## config.mk

```make
export PLATFORM = sky130hd
export DESIGN_NAME = pfd_cfg
export DESIGN_NICKNAME = d
export VERILOG_FILES = /design/src/rtl/core/pfd_pkg.sv /design/src/rtl/core/pfd_cfg.sv
export SDC_FILE = /design/constraint.sdc
export NUM_CORES = 1
export LEC_CHECK = 0
export ABC_AREA = 1
export ABC_CLOCK_PERIOD_IN_PS = 1260
export BUFFER_PORTS_ARGS = -buffer_cell sky130_fd_sc_hd__buf_2
export CORE_ASPECT_RATIO = 2
export CORE_UTILIZATION = 51
export DETAILED_ROUTE_END_ITERATION = 10
export PLACE_DENSITY = 0.83
export SLEW_MARGIN = 20
export SYNTH_ARGS = -nofsm -noshare
export SYNTH_HDL_FRONTEND = slang
export SYNTH_SLANG_ARGS = --single-unit
export TNS_END_PERCENT = 1
```

## constraint.sdc

```tcl
create_clock -name i_clk -period 1.26 [get_ports i_clk]
set_clock_uncertainty 0.2 [all_clocks]
set_input_delay 0.063 -clock i_clk [delete_from_list [all_inputs] [get_ports i_clk]]
set_output_delay 0.063 -clock i_clk [all_outputs]
set_load 0.05 [all_outputs]
```

## src/rtl/core/pfd_pkg.sv

```systemverilog
package pfd_pkg;

    // fixed-point format default
    localparam int FRAC_BITS_DEF = 16;

    // field widths
    localparam int MEAS_W   = 26;
    localparam int DUTY_W   = 23;
    localparam int TIME_W   = 32;
    localparam int TERM_W   = 32;
    localparam int GAIN_W   = 24;
    localparam int WEIGHT_W = 18;
    localparam int POLE_W   = 17;

    // configuration port
    localparam int CFG_IDX_W  = 3;
    localparam int CFG_DATA_W = 32;

    localparam logic [CFG_IDX_W-1:0] REG_PROP_GAIN     = 3'd0;
    localparam logic [CFG_IDX_W-1:0] REG_SETPOINT_WGT  = 3'd1;
    localparam logic [CFG_IDX_W-1:0] REG_INTEGRAL_GAIN = 3'd2;
    localparam logic [CFG_IDX_W-1:0] REG_DERIV_POLE    = 3'd3;
    localparam logic [CFG_IDX_W-1:0] REG_DERIV_GAIN    = 3'd4;
    localparam logic [CFG_IDX_W-1:0] REG_FF_DISABLE    = 3'd5;
    localparam logic [CFG_IDX_W-1:0] REG_SETTLE_TIME   = 3'd6;

    // register reset values
    localparam logic [GAIN_W-1:0]   PROP_GAIN_RST     = 24'd65536;
    localparam logic [WEIGHT_W-1:0] SETPOINT_WGT_RST  = 18'd65536;
    localparam logic [GAIN_W-1:0]   INTEGRAL_GAIN_RST = 24'd0;
    localparam logic [POLE_W-1:0]   DERIV_POLE_RST    = 17'd0;
    localparam logic [GAIN_W-1:0]   DERIV_GAIN_RST    = 24'd0;
    localparam logic                FF_DISABLE_RST    = 1'b0;
    localparam logic [TIME_W-1:0]   SETTLE_TIME_RST   = 32'd20000;

    // shared multiplier: unsigned A times signed B
    localparam int MAC_A_W = 24;
    localparam int MAC_B_W = 34;
    localparam int PROD_W  = MAC_A_W + 1 + MAC_B_W;
    // low slice width when a wide operand is fed in two passes
    localparam int SPLIT_W = 24;

    // feedforward: duty * 2.55, rounded half up, via reciprocal of 100
    localparam int FF_W        = 25;
    localparam int FF_SCALE_SH = 8;
    localparam int FFX_W       = DUTY_W + FF_SCALE_SH;
    localparam logic [FFX_W-1:0]   FF_ROUND    = 31'd50;
    localparam logic [FFX_W-1:0]   FF_DIV      = 31'd100;
    localparam logic [MAC_A_W-1:0] FF_RECIP    = 24'd10737418;
    localparam int                 FF_RECIP_SH = 30;

    // error thresholds, in lux and half lux
    localparam int NEAR_LUX      = 5;
    localparam int DEAD_HALF_LUX = 7;

    typedef struct packed {
        logic              mode;
        logic [MEAS_W-1:0] measured;
        logic [MEAS_W-1:0] new_setpoint;
        logic [DUTY_W-1:0] ff_duty;
        logic [TIME_W-1:0] time_us;
    } t_in_item;

    typedef struct packed {
        logic signed [TERM_W-1:0] drive;
        logic                     feedback_active;
    } t_out_item;

    typedef struct packed {
        logic [GAIN_W-1:0]   prop_gain;
        logic [WEIGHT_W-1:0] setpoint_weight;
        logic [GAIN_W-1:0]   integral_gain;
        logic [POLE_W-1:0]   deriv_pole;
        logic [GAIN_W-1:0]   deriv_gain;
        logic                ff_disable;
        logic [TIME_W-1:0]   settle_time_us;
    } t_cfg;

    typedef struct packed {
        logic issue;
        logic accum;
    } t_mac_ctl;

endpackage

```

## src/rtl/core/pfd_cfg.sv

```systemverilog
module pfd_cfg (
    input  logic                           i_clk,
    input  logic                           i_rst_n,
    input  logic                           i_cfg_we,
    input  logic [pfd_pkg::CFG_IDX_W-1:0]  i_cfg_idx,
    input  logic [pfd_pkg::CFG_DATA_W-1:0] i_cfg_data,
    output pfd_pkg::t_cfg                  o_cfg
);
    import pfd_pkg::*;

    t_cfg r_cfg;

    // register file, unknown indices dropped
    always_ff @(posedge i_clk) begin
        if (!i_rst_n) begin
            r_cfg.prop_gain       <= PROP_GAIN_RST;
            r_cfg.setpoint_weight <= SETPOINT_WGT_RST;
            r_cfg.integral_gain   <= INTEGRAL_GAIN_RST;
            r_cfg.deriv_pole      <= DERIV_POLE_RST;
            r_cfg.deriv_gain      <= DERIV_GAIN_RST;
            r_cfg.ff_disable      <= FF_DISABLE_RST;
            r_cfg.settle_time_us  <= SETTLE_TIME_RST;
        end else if (i_cfg_we) begin
            unique case (i_cfg_idx)
                REG_PROP_GAIN:     r_cfg.prop_gain       <= i_cfg_data[GAIN_W-1:0];
                REG_SETPOINT_WGT:  r_cfg.setpoint_weight <= i_cfg_data[WEIGHT_W-1:0];
                REG_INTEGRAL_GAIN: r_cfg.integral_gain   <= i_cfg_data[GAIN_W-1:0];
                REG_DERIV_POLE:    r_cfg.deriv_pole      <= i_cfg_data[POLE_W-1:0];
                REG_DERIV_GAIN:    r_cfg.deriv_gain      <= i_cfg_data[GAIN_W-1:0];
                REG_FF_DISABLE:    r_cfg.ff_disable      <= i_cfg_data[0];
                REG_SETTLE_TIME:   r_cfg.settle_time_us  <= i_cfg_data[TIME_W-1:0];
                default: ;
            endcase
        end
    end

    assign o_cfg = r_cfg;

endmodule

```

; ---- Word level (Yosys, flattened, before mapping)
; Cells that the tools add are included.
[totals]
output_inout_bits = 140
inputBits = 38
reg_bits = 140
elab_cells = 21
[op_classes]
n_reduce_logical = 8
eq_ne = 6
[op_table]
columns = operator, n
row1 = $reduce_and A2 Y1, 7
row2 = $eq A3 B3 Y1 const B, 3
row3 = $eq A3 B2 Y1 const B, 2
row4 = $eq A3 B1 Y1 const B, 1
row5 = $logic_not A3 Y1, 1

; ---- Depth between registers and ports, before layout
[logic_depth]
ltp_word = 2
ltp_mapped = 7
mapped_depth_nobuf = 5

; ---- Worst setup path after synthesis
; OpenSTA, ideal clock, no wires.
[synth_path]
kind = input port to flip-flop
startpoint = in i_cfg_idx[0] in the netlist's numbering
endpoint = reg r_cfg, in the netlist o_cfg[132]
t_required_ns = 0.930
stages = 6
arrival_ns = 0.734
path_buffers = 2
setup_slack_ns = 0.196
setup_time_ns = 0.130
path_cell_list = nor2_1 > buf_4 > buf_2 > nand2_1 > nand2_1 > nand3_1
[synth_between]
elab_chain_cells = 2
[synth_rtl]
columns = item, line
row1 = "start, declared", pfd_cfg.sv:5  ; input logic [pfd_pkg::CFG_IDX_W-1:0] i_cfg_idx,
row2 = $logic_not A3 Y1, pfd_cfg.sv:24  ; unique case (i_cfg_idx)
row3 = $reduce_and A2 Y1 (no source line), -
row4 = "end, declared", pfd_cfg.sv:11  ; t_cfg r_cfg;
; No other way between the ends.
; A chain may end at the register's enable or synchronous reset.

; ---- Worst setup path in the final report
[layout_path]
startpoint = reg r_cfg, in the netlist o_cfg[10]
endpoint = out o_cfg[10] in the netlist's numbering
[layout_lines]
columns = item, line
row1 = "end, declared", pfd_cfg.sv:7  ; output pfd_pkg::t_cfg o_cfg
; No word-level cell between the ends.

==> impl_metrics.env <==
export IMPL_crit_slowest_cell="dfxtp_1"
export IMPL_start_util_pct=52.8
export IMPL_clkSlewWorstSetupHoldPaths_ns=0.06
export IMPL_syn_avg_cell_area_um2=6.92
export IMPL_crit_chain="buf_4"
export IMPL_p_comb_share_pct=16.5
export IMPL_yosys_warnings=0
export IMPL_place_gp_congestion=0.859
export IMPL_r2r_start="o_cfg[14]$_SDFFE_PN1P_"
export IMPL_postCtsSetupBuffers=0
export IMPL_grtUsageTotal_pct=35.4
export IMPL_p_int_uw=7900
export IMPL_switching_power_uw=3300
export IMPL_r2r_end="o_cfg[14]$_SDFFE_PN1P_"
export IMPL_timing_final_crit_share_pct=100
export IMPL_cp_start_kind="flip-flop"
export IMPL_worst_hold_slack_ns=-0.0218
export IMPL_dp_cells=1096
export IMPL_grt_overflow=0
export IMPL_worstPathMaxFanout=2
export IMPL_layout_drive_gt1_share_pct=25.1
export IMPL_worst_slack_ns=0.0000443
export IMPL_p_clk_share_pct=41.6
export IMPL_min_to="o_cfg[95]$_SDFFE_PN0P_"
export IMPL_clock_latency_ns=0.41
export IMPL_async_flop_share_pct=0
export IMPL_antenna_found_initial=0
export IMPL_vias=6171
export IMPL_syn_area_um2=5570
export IMPL_largest_register_ffs=140
export IMPL_synth_compound_area_share_pct=0.0899
export IMPL_grt_max_degree=84
export IMPL_ant_nets=0
export IMPL_grt_pass1_vias=5875
export IMPL_sw_frac_of_total_pct=29.4
export IMPL_reg2reg_slack_ns=0.38
export IMPL_synth_edf_count=0
export IMPL_port_buffers=177
export IMPL_preCtsSetupSlack_ns=-0.323
export IMPL_initialDrtViolationCount=559
export IMPL_dr_pass1_iters=6
export IMPL_syn_instance_count=804
export IMPL_synth_mux_area_share_pct=0
export IMPL_n_antenna_cell=0
export IMPL_drv_cap=0
export IMPL_leakage_uw=0.00383
export IMPL_worst_hold_path_type="in -> reg"
export IMPL_syn_num_nets=842
export IMPL_cts_buffer_depth=2
export IMPL_tritoncts="done"
export IMPL_slew_headroom_pct=61.4
export IMPL_yosys_area_share_xor_xnor_pct=0
export IMPL_irDropWorstVdd_mv=1.04
export IMPL_die_x_um=75.9
export IMPL_timing_fmax_mhz=794
export IMPL_wire_per_inst_um=16.6
export IMPL_yosys_cell_count_top_type="nor2_1"
export IMPL_via_per_inst=5.32
export IMPL_synthTopCellsByArea="dfxtp_1 50%, nor2_1 18%, nand3_1 13%, nand2_1 10%, buf_2 3.3%"
export IMPL_worst_setup_path_end_kind="output port"
export IMPL_yosys_top_cells_count="268 x nor2_1, 155 x nand2_1, 140 x dfxtp_1, 140 x nand3_1, 37 x buf_2"
export IMPL_root_buffer="clkbuf_16"
export IMPL_die_h_um=150
export IMPL_critPathArrivalTime_ns=1.00
export IMPL_reg2regPathDepth=2
export IMPL_wl_um=19300
export IMPL_area_delta_synth_final_pct=46.2
export IMPL_design_die_area_um2=11400
export IMPL_synth_seq_area_share_pct=50.4
export IMPL_synth_cell_type_count=16
export IMPL_yosys_area_share_adder_pct=0
export IMPL_p_seq_share_pct=41.9
export IMPL_n_fill_cell=727
export IMPL_setup_violations=0
export IMPL_min_period_ns=1.26
export IMPL_nets=1049
export IMPL_final_hold_violation_count=20
export IMPL_p_total_uw=11200
export IMPL_grt_pass1_wl_um=29500
export IMPL_yosysTopAreaCellShare_pct=50.4
export IMPL_violations="negative hold slack"
export IMPL_worst_path_buf_inv=1
export IMPL_crit_required_ns=1.00
export IMPL_outcome="finished, violations left"
export IMPL_drc=0
export IMPL_holdCritStartpoint="i_cfg_we"
export IMPL_pin_count=178
export IMPL_synth_top_family_by_area="simple AND/OR/NAND/NOR gates"
export IMPL_min_path_cells=5
export IMPL_synth_main_ff_cell="dfxtp_1"
export IMPL_cts_sinks=140
export IMPL_crit_path_start="o_cfg[10]$_SDFFE_PN1P_"
export IMPL_p_per_area_nw_per_um2=1380
export IMPL_cts_buffers=17
export IMPL_fin_cells=1161
export IMPL_synth_seq_cells=140
export IMPL_cp_slowest_stage_delay_ns=0.37
export IMPL_synth_simple_area_share_pct=42.1
export IMPL_cpLargestDelayFamily="flip-flops"
export IMPL_crit_type="reg -> out"
export IMPL_synth_area_leader_cell="dfxtp_1"
export IMPL_htreeDepth=4
export IMPL_dp_hpwl_um=11800
export IMPL_core_region_area_um2=10500
export IMPL_rows=53
export IMPL_worstMarginPinSlew_ns=0.577
export IMPL_slew_violations=0
stage by stage:
step	instance area [um2]	util [%]	TNS (ns)
after floorplan	5570	-	0
after global placement	6740	63.9	-19.37
after detailed placement	6740	63.9	-21.41
after CTS	7980	75.7	0
after global routing	8140	77.2	-0.0647
final	8140	77.2	0
what timing repair did:
action	4_1_cts	5_1_grt
gates resized for setup	143	41
endpoints found under the hold margin	139	0
endpoints found under the setup margin	140	59
hold buffers	33	0
power groups by stage:
stage	Sequential [uW]	Combinational [uW]	Clock [uW]
2_1_floorplan	5290	584	0
3_3_place_gp	4760	1580	0
3_5_place_dp	4760	1600	0
4_1_cts	4680	1780	4670
5_1_grt	4700	1960	4880
6_report	4690	1850	4660
layout make-up:
cell class | instances | area, um2 | share of cell area [%]
flip-flops and latches | 140 | 2810 | 34.5
multi-input cells | 572 | 2380 | 29.2
repair buffers | 242 | 2080 | 25.5
clock buffers | 18 | 429 | 5.27
well taps | 137 | 171 | 2.11
inverters | 38 | 154 | 1.89
clock inverters | 14 | 121 | 1.49
cell usage in the layout (no fill, tap or decap), drive strengths merged:
master,count
a21oi,1
buf,209
bufinv,1
clkbuf,18
clkinv,6
clkinvlp,9
dfxtp,140
dlygate4sd3,33
inv,36
nand2,156
nand3,140
nor2,275
kinds of logic after synthesis:
logic type,Yosys count
AO/OA/AOI/OAI,1
buffers and inverters,92
flip-flops,140
AND/OR/NAND/NOR,571
layer usage:
layer / up-vias / routed length, um / global-route usage, %
met2: 377 / 10000 / 59.3
met3: 107 / 1350 / 8.15
met4: 0 / 1480 / 24.3
met1: 2790 / 6460 / 37.8
met5: - / 0 / 0
li1: 2897 / - / -
how the worst max path moves through the flow:
stage	endpoint	slack, ns	cells after the start
2_1_floorplan	o_cfg[132]$_SDFFE_PN1P_	0.20	6
3_3_place_gp	o_cfg[87]$_SDFFE_PN0P_	-0.31	6
3_5_place_dp	o_cfg[78]$_SDFFE_PN0P_	-0.32	6
4_1_cts	o_cfg[42]	0.0001	1
5_1_grt	o_cfg[14]	-0.02	1
6_report	o_cfg[10]	0.00004	1
Power figures use the tool's default switching activity.
